`config.mk`:
```
export PLATFORM = sky130hd
export DESIGN_NAME = bounded_int_list_deque_search
export DESIGN_NICKNAME = d
export VERILOG_FILES = /design/src/bidq_pkg.sv /design/src/bidq_ram.sv /design/src/bounded_int_list_deque_search.sv
export SDC_FILE = /design/constraint.sdc
export NUM_CORES = 2
export LEC_CHECK = 0
export ABC_AREA = 1
export CAP_MARGIN = 40
export CELL_PAD_IN_SITES_DETAIL_PLACEMENT = 1
export CELL_PAD_IN_SITES_GLOBAL_PLACEMENT = 2
export CORE_ASPECT_RATIO = 0.9
export CORE_MARGIN = 2
export CORE_UTILIZATION = 45
export CTS_CLUSTER_DIAMETER = 80
export DETAILED_ROUTE_END_ITERATION = 8
export DONT_BUFFER_PORTS = 1
export PLACE_DENSITY_LB_ADDON = 0.1
export SETUP_SLACK_MARGIN = 0.5
export SYNTH_ARGS = -nofsm -noshare
export SYNTH_HDL_FRONTEND = slang
export SYNTH_SLANG_ARGS = --single-unit
```
`constraint.sdc`:
```
create_clock -name clk_i -period 5 [get_ports clk_i]
set_input_delay 0.75 -clock clk_i [delete_from_list [all_inputs] [get_ports clk_i]]
set_output_delay 0.75 -clock clk_i [all_outputs]
set_load 0.1 [all_outputs]
```
`src/bidq_pkg.sv`:
```
// Shared types and defaults for the bounded integer deque with search.
`timescale 1ns / 1ps

package bidq_pkg;

  localparam int unsigned DefaultDepth = 64;

  typedef enum logic [2:0] {
    OP_PUSH_FRONT = 3'd0,
    OP_PUSH_BACK  = 3'd1,
    OP_POP_FRONT  = 3'd2,
    OP_POP_BACK   = 3'd3,
    OP_REMOVE     = 3'd4,
    OP_QUERY      = 3'd5
  } op_e;

  typedef enum logic [1:0] {
    ST_OK    = 2'd0,
    ST_EMPTY = 2'd1,
    ST_FULL  = 2'd2
  } status_e;

endpackage

```
`src/bidq_ram.sv`:
```
// Entry store: one write port and one registered read port.
`timescale 1ns / 1ps

module bidq_ram
  import bidq_pkg::*;
#(
  parameter int unsigned DEPTH = DefaultDepth,
  localparam int unsigned AW   = (DEPTH > 1) ? $clog2(DEPTH) : 1
) (
  input  logic                 clk_i,
  input  logic                 we_i,
  input  logic [AW-1:0]        waddr_i,
  input  logic signed [31:0]   wdata_i,
  input  logic                 re_i,
  input  logic [AW-1:0]        raddr_i,
  output logic signed [31:0]   rdata_o
);

  logic signed [31:0] mem [DEPTH];
  logic signed [31:0] rdata_q;

  always_ff @(posedge clk_i) begin
    if (we_i) begin
      mem[waddr_i] <= wdata_i;
    end
  end

  always_ff @(posedge clk_i) begin
    if (re_i) begin
      rdata_q <= mem[raddr_i];
    end
  end

  assign rdata_o = rdata_q;

endmodule

```
`src/bounded_int_list_deque_search.sv`:
```
// Top level of the bounded integer deque with search: sequencer and result register.
//
//   channel | direction | handshake               | payload
//   --------+-----------+-------------------------+------------------------------------
//   in      | input     | in_valid_i / in_stall_o | op_i, value_i
//   out     | output    | out_valid_o/ out_stall_i| value_out_o, found_o, status_o, entries_o
//
// An accepted operation passes the execute state and the result state, where its result is
// loaded into the result register; a pop from a non-empty list also passes a read state. A
// remove or a query walks the store one entry a cycle through the single read port. The
// input is free again in the cycle after the result is loaded, and stays stalled while a
// finished result waits behind a full, stalled result register. Reset clears the front
// position, the entry count and all handshake state; the store itself is not cleared.
`timescale 1ns / 1ps

module bounded_int_list_deque_search
  import bidq_pkg::*;
#(
  parameter int unsigned DEPTH = DefaultDepth,
  localparam int unsigned AW   = (DEPTH > 1) ? $clog2(DEPTH) : 1,
  localparam int unsigned CW   = $clog2(DEPTH + 1)
) (
  input  logic               clk_i,
  input  logic               rst_ni,
  input  logic               in_valid_i,
  output logic               in_stall_o,
  input  logic [2:0]         op_i,
  input  logic signed [31:0] value_i,
  output logic               out_valid_o,
  input  logic               out_stall_i,
  output logic signed [31:0] value_out_o,
  output logic               found_o,
  output logic [1:0]         status_o,
  output logic [CW-1:0]      entries_o
);

  typedef enum logic [5:0] {
    S_IDLE   = 6'b000001,
    S_EXEC   = 6'b000010,
    S_POPRD  = 6'b000100,
    S_SCAN   = 6'b001000,
    S_SHIFT  = 6'b010000,
    S_RESULT = 6'b100000
  } state_e;

  state_e             state_q, state_d;
  op_e                op_q, op_d;
  logic signed [31:0] val_q, val_d;
  logic [AW-1:0]      front_q, front_d;
  logic [CW-1:0]      count_q, count_d;
  logic [CW-1:0]      k_q, k_d;
  logic signed [31:0] res_value_q, res_value_d;
  logic               res_found_q, res_found_d;
  status_e            res_status_q, res_status_d;
  logic               out_valid_q, out_valid_d;
  logic signed [31:0] value_out_q;
  logic               found_q;
  status_e            status_q;
  logic [CW-1:0]      entries_q;

  logic               we;
  logic [AW-1:0]      waddr;
  logic signed [31:0] wdata;
  logic               re;
  logic [CW-1:0]      rd_off;
  logic signed [31:0] rdata;
  logic               out_free;
  logic               full;
  logic               empty;
  logic [AW-1:0]      front_dec;
  logic [AW-1:0]      front_inc;
  logic [CW-1:0]      k_p1;
  logic [CW-1:0]      k_p2;
  logic               load_out;

  // Store index of the entry at a given offset from the front.
  function automatic logic [AW-1:0] slot(input logic [AW-1:0] base,
                                         input logic [CW-1:0] off);
    logic [CW:0] sum;
    sum = (CW+1)'(base) + (CW+1)'(off);
    if (sum >= (CW+1)'(DEPTH)) begin
      sum = sum - (CW+1)'(DEPTH);
    end
    return sum[AW-1:0];
  endfunction

  assign out_free  = !out_valid_q || !out_stall_i;
  assign full      = (count_q == CW'(DEPTH));
  assign empty     = (count_q == '0);
  assign front_dec = (front_q == '0) ? AW'(DEPTH - 1) : front_q - AW'(1);
  assign front_inc = (front_q == AW'(DEPTH - 1)) ? '0 : front_q + AW'(1);
  assign k_p1      = k_q + CW'(1);
  assign k_p2      = k_q + CW'(2);
  assign in_stall_o = (state_q != S_IDLE);

  always_comb begin
    state_d      = state_q;
    op_d         = op_q;
    val_d        = val_q;
    front_d      = front_q;
    count_d      = count_q;
    k_d          = k_q;
    res_value_d  = res_value_q;
    res_found_d  = res_found_q;
    res_status_d = res_status_q;
    we           = 1'b0;
    waddr        = slot(front_q, count_q);
    wdata        = val_q;
    re           = 1'b0;
    rd_off       = '0;
    load_out     = 1'b0;

    unique case (state_q)
      S_IDLE: begin
        if (in_valid_i) begin
          op_d    = op_e'(op_i);
          val_d   = value_i;
          state_d = S_EXEC;
        end
      end
      S_EXEC: begin
        res_value_d  = '0;
        res_found_d  = 1'b0;
        res_status_d = ST_OK;
        state_d      = S_RESULT;
        unique case (op_q)
          OP_PUSH_FRONT: begin
            if (full) begin
              res_status_d = ST_FULL;
            end else begin
              we      = 1'b1;
              waddr   = front_dec;
              front_d = front_dec;
              count_d = count_q + CW'(1);
            end
          end
          OP_PUSH_BACK: begin
            if (full) begin
              res_status_d = ST_FULL;
            end else begin
              we      = 1'b1;
              count_d = count_q + CW'(1);
            end
          end
          OP_POP_FRONT: begin
            if (empty) begin
              res_status_d = ST_EMPTY;
            end else begin
              re      = 1'b1;
              front_d = front_inc;
              count_d = count_q - CW'(1);
              state_d = S_POPRD;
            end
          end
          OP_POP_BACK: begin
            if (empty) begin
              res_status_d = ST_EMPTY;
            end else begin
              re      = 1'b1;
              rd_off  = count_q - CW'(1);
              count_d = count_q - CW'(1);
              state_d = S_POPRD;
            end
          end
          OP_REMOVE, OP_QUERY: begin
            if (!empty) begin
              re      = 1'b1;
              k_d     = '0;
              state_d = S_SCAN;
            end
          end
          default: begin
          end
        endcase
      end
      S_POPRD: begin
        res_value_d = rdata;
        state_d     = S_RESULT;
      end
      S_SCAN: begin
        if (rdata == val_q) begin
          res_found_d = 1'b1;
          if (op_q == OP_QUERY) begin
            state_d = S_RESULT;
          end else if (k_p1 < count_q) begin
            // Close the gap: read the next entry, write it one place nearer the front.
            re      = 1'b1;
            rd_off  = k_p1;
            state_d = S_SHIFT;
          end else begin
            count_d = count_q - CW'(1);
            state_d = S_RESULT;
          end
        end else if (k_p1 < count_q) begin
          re      = 1'b1;
          rd_off  = k_p1;
          k_d     = k_p1;
        end else begin
          state_d = S_RESULT;
        end
      end
      S_SHIFT: begin
        we    = 1'b1;
        waddr = slot(front_q, k_q);
        wdata = rdata;
        if (k_p2 < count_q) begin
          re     = 1'b1;
          rd_off = k_p2;
          k_d    = k_p1;
        end else begin
          count_d = count_q - CW'(1);
          state_d = S_RESULT;
        end
      end
      S_RESULT: begin
        if (out_free) begin
          load_out = 1'b1;
          state_d  = S_IDLE;
        end
      end
      default: begin
        state_d = S_IDLE;
      end
    endcase
  end

  always_comb begin
    out_valid_d = out_valid_q;
    if (load_out) begin
      out_valid_d = 1'b1;
    end else if (!out_stall_i) begin
      out_valid_d = 1'b0;
    end
  end

  always_ff @(posedge clk_i or negedge rst_ni) begin
    if (!rst_ni) begin
      state_q     <= S_IDLE;
      front_q     <= '0;
      count_q     <= '0;
      out_valid_q <= 1'b0;
    end else begin
      state_q     <= state_d;
      front_q     <= front_d;
      count_q     <= count_d;
      out_valid_q <= out_valid_d;
    end
  end

  always_ff @(posedge clk_i) begin
    op_q         <= op_d;
    val_q        <= val_d;
    k_q          <= k_d;
    res_value_q  <= res_value_d;
    res_found_q  <= res_found_d;
    res_status_q <= res_status_d;
    if (load_out) begin
      value_out_q <= res_value_q;
      found_q     <= res_found_q;
      status_q    <= res_status_q;
      entries_q   <= count_q;
    end
  end

  bidq_ram #(
    .DEPTH (DEPTH)
  ) u_ram (
    .clk_i   (clk_i),
    .we_i    (we),
    .waddr_i (waddr),
    .wdata_i (wdata),
    .re_i    (re),
    .raddr_i (slot(front_q, rd_off)),
    .rdata_o (rdata)
  );

  assign out_valid_o = out_valid_q;
  assign value_out_o = value_out_q;
  assign found_o     = found_q;
  assign status_o    = status_q;
  assign entries_o   = entries_q;

endmodule
```
; Yosys cells after proc, flatten, opt, wreduce, memory -nomap -nowiden
; Memory sizes are Yosys's and may differ from the RTL's. A register that Yosys moved wholly into a read port is not among the register bits.
; Index checks and enable logic that the tools add are counted.
[totals]
ff_bits = 139
ram_bits = 2048
input_bits = 39
out_inout_bits = 44
wordCells = 151
memories = 1
[memory_table]
columns = memory, depth, width, rd, rd_clocked_by_memory_dff, wr, line
row1 = u_ram.mem, 64, 32, 1, 1, 1, bidq_ram.sv:19  ; logic signed [31:0] mem [DEPTH];
[op_classes]
add_sub_neg = 12
order_cmp = 5
eq_ne = 33
mux = 66
reduce_logical = 20
[op_table]
columns = op, count
row1 = $mux 7, 17
row2 = $mux 6, 18
row3 = $pmux 32 s2, 1
row4 = $pmux 7 s3, 3
row5 = $pmux 6 s2, 3
row6 = $pmux 6 s6, 1
row7 = $eq 32x32->1, 1
row8 = $mux 32, 1
row9 = $ne 2x2->1 const B, 13
row10 = $add 6x7->8, 3
row11 = $ge 8x7->1 const B, 3
row12 = $sub 6x1->6 const B, 4
row13 = $mux 1, 16
row14 = $add 7x1->7 const B, 2
row15 = $lt 7x7->1, 2
row16 = $pmux 7 s2, 1
row17 = $eq 6x6->1 const B, 2
row18 = $ne 3x3->1 const B, 4
row19 = $reduce_and 4->1, 2
row20 = $reduce_and 8->1, 1
row21 = $add 7x2->7 const B, 1
row22 = $eq 7x7->1 const B, 1
row23 = $logic_not 7->1, 1
row24 = $sub 7x1->7 const B, 1
row25 = other kinds (25), 34

; Logic depth before layout (Yosys ltp)
[logic_depth]
ltp_word = 9
ltp_mapped = 32
mapped_depth_nobuf = 30

; Modules after synthesis
; From an unflattened synthesis, not the netlist that was laid out.
[hier_totals]
hier_cells = 7592
hier_area_um2 = 90760.8
[by_module_without_submodules]
columns = mod, instances, cells_each, area_per_inst_um2, seq_area_each_um2
row1 = bidq_ram, 1, 6777, 83064.7, 62459.9
row2 = bounded_int_list_deque_search, 1, 815, 7696.1, 4075.2

; Least setup slack after synthesis
; No wires, ideal clock.
[synth_timing]
path_kind = reg-to-reg
from = reg k_q[1]
to = reg u_ram.rdata_q[0] (netlist: u_ram.rdata_o[0]), read port of u_ram.mem (data pin)
setup_ns = 0.252
arrival_ns = 4.213
required_ns = 4.748
path_slack_ns = 0.535
path_stages_with_launch = 31
n_path_buf = 4
synth_period_minus_slack_ns = 4.465
cell_sequence = edfxtp_1 -> ha_1 -> nand2_1 -> inv_1 -> nand2_1 -> o21ai_0 -> o21ai_0 -> inv_1 -> ha_1 -> nand2_1 -> nor2_1 -> nor2_1 -> nand3_1 -> nor2_1 -> nand2_1 -> inv_1 -> nand2_1 -> o221ai_1 -> ha_1 -> fa_1 -> buf_2 -> buf_4 -> clkbuf_1 -> clkbuf_1 -> nor2_1 -> o21ai_0 -> o211ai_1 -> a31oi_1 -> a21boi_1 -> nand2_1 -> nand2_1
[synth_via]
elab_chain_cells = 9
elab_cells_between_ends = 18
cone_classes = add/sub (4) / order compare (3) / mux (11)
[synth_rtl]
columns = item, line
row1 = start: declaration, bounded_int_list_deque_search.sv:51  ; logic [CW-1:0] k_q, k_d;
row2 = start signal: assignment, bounded_int_list_deque_search.sv:253  ; k_q <= k_d;
row3 = $add 7x1->7 *, bounded_int_list_deque_search.sv:92  ; assign k_p1 = k_q + CW'(1);
row4 = net k_p1[5], bounded_int_list_deque_search.sv:72  ; logic [CW-1:0] k_p1;
row5 = $lt 7x7->1, "bounded_int_list_deque_search.sv:185, bounded_int_list_deque_search.sv:194"
row6 = $mux 7, "bounded_int_list_deque_search.sv:185, bounded_int_list_deque_search.sv:194"
row7 = $mux 7, bounded_int_list_deque_search.sv:183  ; if (op_q == OP_QUERY) begin
row8 = $mux 7, bounded_int_list_deque_search.sv:181  ; if (rdata == val_q) begin
row9 = $pmux 7 s3, bounded_int_list_deque_search.sv:113  ; unique case (state_q)
row10 = $add 6x7->8, bounded_int_list_deque_search.sv:80  ; sum = (CW+1)'(base) + (CW+1)'(off);
row11 = $ge 8x7->1 or $sub 6x1->6 (tied branches), "bounded_int_list_deque_search.sv:81, bounded_int_list_deque_search.sv:82"
row12 = $mux 6, bounded_int_list_deque_search.sv:81  ; if (sum >= (CW+1)'(DEPTH)) begin
row13 = end: declaration, bidq_ram.sv:20  ; logic signed [31:0] rdata_q;
; The timed path passes the listed nets; every way through them passes the cells marked *.
; A chain may end at the register's enable or synchronous reset.

; Worst setup path in the final report
[layout_timing]
from = reg k_q[1]
to = reg u_ram.rdata_q[29] (netlist: u_ram.rdata_o[29]), read port of u_ram.mem (data pin)
; The elaborated chain is that of the path after synthesis.

==> run summary <==
initial drt markers: 6,048
max-capacitance violation count: 0
Final Hold Viols: 0
Detail Route Antenna Nets: 0
cell area after layout: 0.109 mm²
most common cell after layout, fill and taps aside: edfxtp_1
clock sinks: 2,219
# nets final: 7,573
number of flops mapped to enable cells by yosys: 2,199
dominant cells by area after synthesis: edfxtp_1 73%, nor2_1 7.0%, o21ai_0 6.2%, o211ai_1 3.8%, nand2_1 1.7%
post-layout util: 54.7%
commonest non-fill, non-tap cells in the layout: 2,199 x edfxtp_1, 1,587 x nor2_1, 1,007 x o21ai_0, 450 x o211ai_1, 364 x nand2_1
cell area after placement: 0.0979 mm²
Hold Path Class: input port to register
CTS buffer count: 223
CP most frequent cell: nand2_2
Worst Path Arrival: 5.75 ns
area growth from synthesis to layout: 20.6%
Root Buffer: clkbuf_16
Vias: 60,900
Clk pin slew, worst setup/hold paths: 0.06 ns
layout cells sized above 1: 16.5%
status: finished with violations
Final min period: 5.04 ns
number of synthesis warnings: 0
CP max-delay cell: fa_4
power density over the cells: 649 mW/mm²
vias per inst: 5.88
dpl cells: 9,797
DRC: 0
routed len/inst: 28.6 µm
skew final: 0.0300 ns
Final Max Tran Viols: 0
die area: 0.204 mm²
Pre-Repair DR Iteration Count: 5
distinct cell type count after synthesis: 53
RSZ-0062 raised after global routing: true
PortBufs: 0
Final setup viols: 4
PnR worst setup slack: -0.0372 ns
CP Class: register to register
register area share after synthesis: 73.9%
first-pass GRT wire length: 426,000 µm
H-tree level count: 4
pin count of the biggest net entering global routing: 85
Clock Tree Buf Depth: 3
Pwr Total: 70.5 mW
Clk Latency, worst-skew pair: 0.87 ns
Worst-Margin Slew: 0.918 ns
core area: 0.199 mm²
num rows: 155
Final period util: 101%
Crit path largest cell delay: 0.67 ns
Critical Path RT: 5.71 ns
GRT Overall Usage: 28.4%
Synth top area share: 73.4%
Starting Density: 45.3%
Total Wirelength: 296,000 µm
crit end category: register
Fill cells: 19,500
Synth area leader: edfxtp_1
net count after synthesis: 7,183
Detail Placement HPWL: 171,000 µm
Avg Cell Area, Syn: 12.7 µm²
failing checks: negative setup slack
Slew headroom: 38.9%
CTS tree: yes
Hold Path Stages: 2
Post-Layout Cell Count: 10,400
crit-path max FO: 8
vias in the first global route: 62,100
Cells after Synth: 7,107
Critical Path Source Type: register
flops & latches, synth: 2,219
Worst Reg-to-Reg Cells: 30
Max IR drop VDD: 0.412 mV
# IOs: 83
Chip Height: 428 µm
die width: 475 µm
gpl congestion: 0.835
Leakage Power: 36.2 nW
Achievable Freq: 0.199 GHz
Mapped Area: 0.0900 mm²
grt ovf: 0
initial antenna violation count: 11
Async SR Flop Fraction: 0.901%
Most used DFF post-synth: edfxtp_1
-- sequential cells by signal, summed over array words and instances, names as in the netlist --
name           cells
found_o            1
u_ram.rdata_o     32
value_out_o       32
val_q             32
k_q                7
out_valid_o        1
count_q            7
state_q            6
status_o           2
entries_o          7
front_q            6
res_status_q       2
res_found_q        1
op_q               3
u_ram.mem       2048
res_value_q       32
-- through the flow --
| stage | setup slack [ns] | TNS, ns | hold slack, ns |
|---|---|---|---|
| floorplan | 0.535 | 0 | 0.400 |
| global placement | -0.694 | -14.59 | 0.405 |
| detailed placement | -0.694 | -14.19 | 0.408 |
| CTS | 0.0524 | 0 | 0.000776 |
| global route | -0.274 | -5.72 | 0.0581 |
| finish | -0.0372 | -0.0547 | 0.0866 |
-- synth_stat cells (32+ instances only) --
cell type and instances:
o21ai_1 63, o211ai_1 450, edfxtp_1 2199, clkbuf_1 265, o21ai_0 1112, nand2_1 412
a31oi_1 37, a21oi_1 53, inv_1 101, buf_4 36, buf_1 45, a21boi_1 32
buf_2 112, ha_1 34, nand3_1 284, nor2_1 1688
-- logic make-up after synthesis --
logic type / after synthesis / share of synthesized area (%)
buffers and inverters: 574 / 2.74
AND/OR/NAND/NOR: 2455 / 10.9
multiplexers: 1 / 0.0111
adder cells (fa/ha/maj): 37 / 0.539
AO/OA/AOI/OAI: 1772 / 11.4
XOR/XNOR: 49 / 0.477
flip-flops: 2219 / 73.9
-- area by class of cell --
cell class              instances  area [µm²]  area share, %
clock buffers                 295        5960           5.49
inverters                     112         459          0.423
flip-flops and latches       2219       66500           61.3
diodes                          5        12.5         0.0115
clock inverters               116         971          0.894
multi-input cells            4314       23000           21.2
well taps                    2669        3340           3.08
repair buffers                627        8250           7.60
-- path summary, 6_finish.rpt --
path                             startpoint  slack [ns]                end
worst max-delay path                 k_q[1]       -0.04  u_ram.rdata_o[29]
worst min-delay path            out_stall_i        0.09        out_valid_o
worst max register to register       k_q[1]       -0.04  u_ram.rdata_o[29]
worst min register to register  res_found_q        0.42            found_o
max in group asynchronous            rst_ni        4.44         state_q[0]
min in group asynchronous            rst_ni        0.33         front_q[2]
-- worst max-delay path, delay by kind of cell (launching register included) --
kind | cells | cell delay [ns]
adder cells (fa/ha/maj) | 4 | 1.28
buffers and inverters | 8 | 1.08
AO/OA/AOI/OAI | 5 | 0.70
flip-flops | 1 | 0.42
XOR/XNOR | 1 | 0.20
AND/OR/NAND/NOR | 12 | 1.18
-- power by group --
| part | switching, mW | leakage [nW] | internal (mW) |
|---|---|---|---|
| clock | 7.21 | 3.39 | 9.06 |
| combinational | 20.1 | 12.8 | 10.2 |
| sequential | 0.597 | 20.0 | 23.3 |
-- layer usage --
layer,vias to the layer above,global-route usage [%],routed length [µm]
met2,2003,45.7,141000
met1,31700,40.1,129000
met3,426,5.08,19400
met4,2,7.21,6830
li1,26800,-,-
met5,-,0,13
-- what timing repair did --
item	CTS	global route
hold endpoints to repair	56	0
hold buffers	38	0
gates cloned	23	14
setup endpoints to repair	32	32
pin swaps	105	136
setup buffers	43	20
resized for setup	248	209
Power figures use the tool's default switching activity.
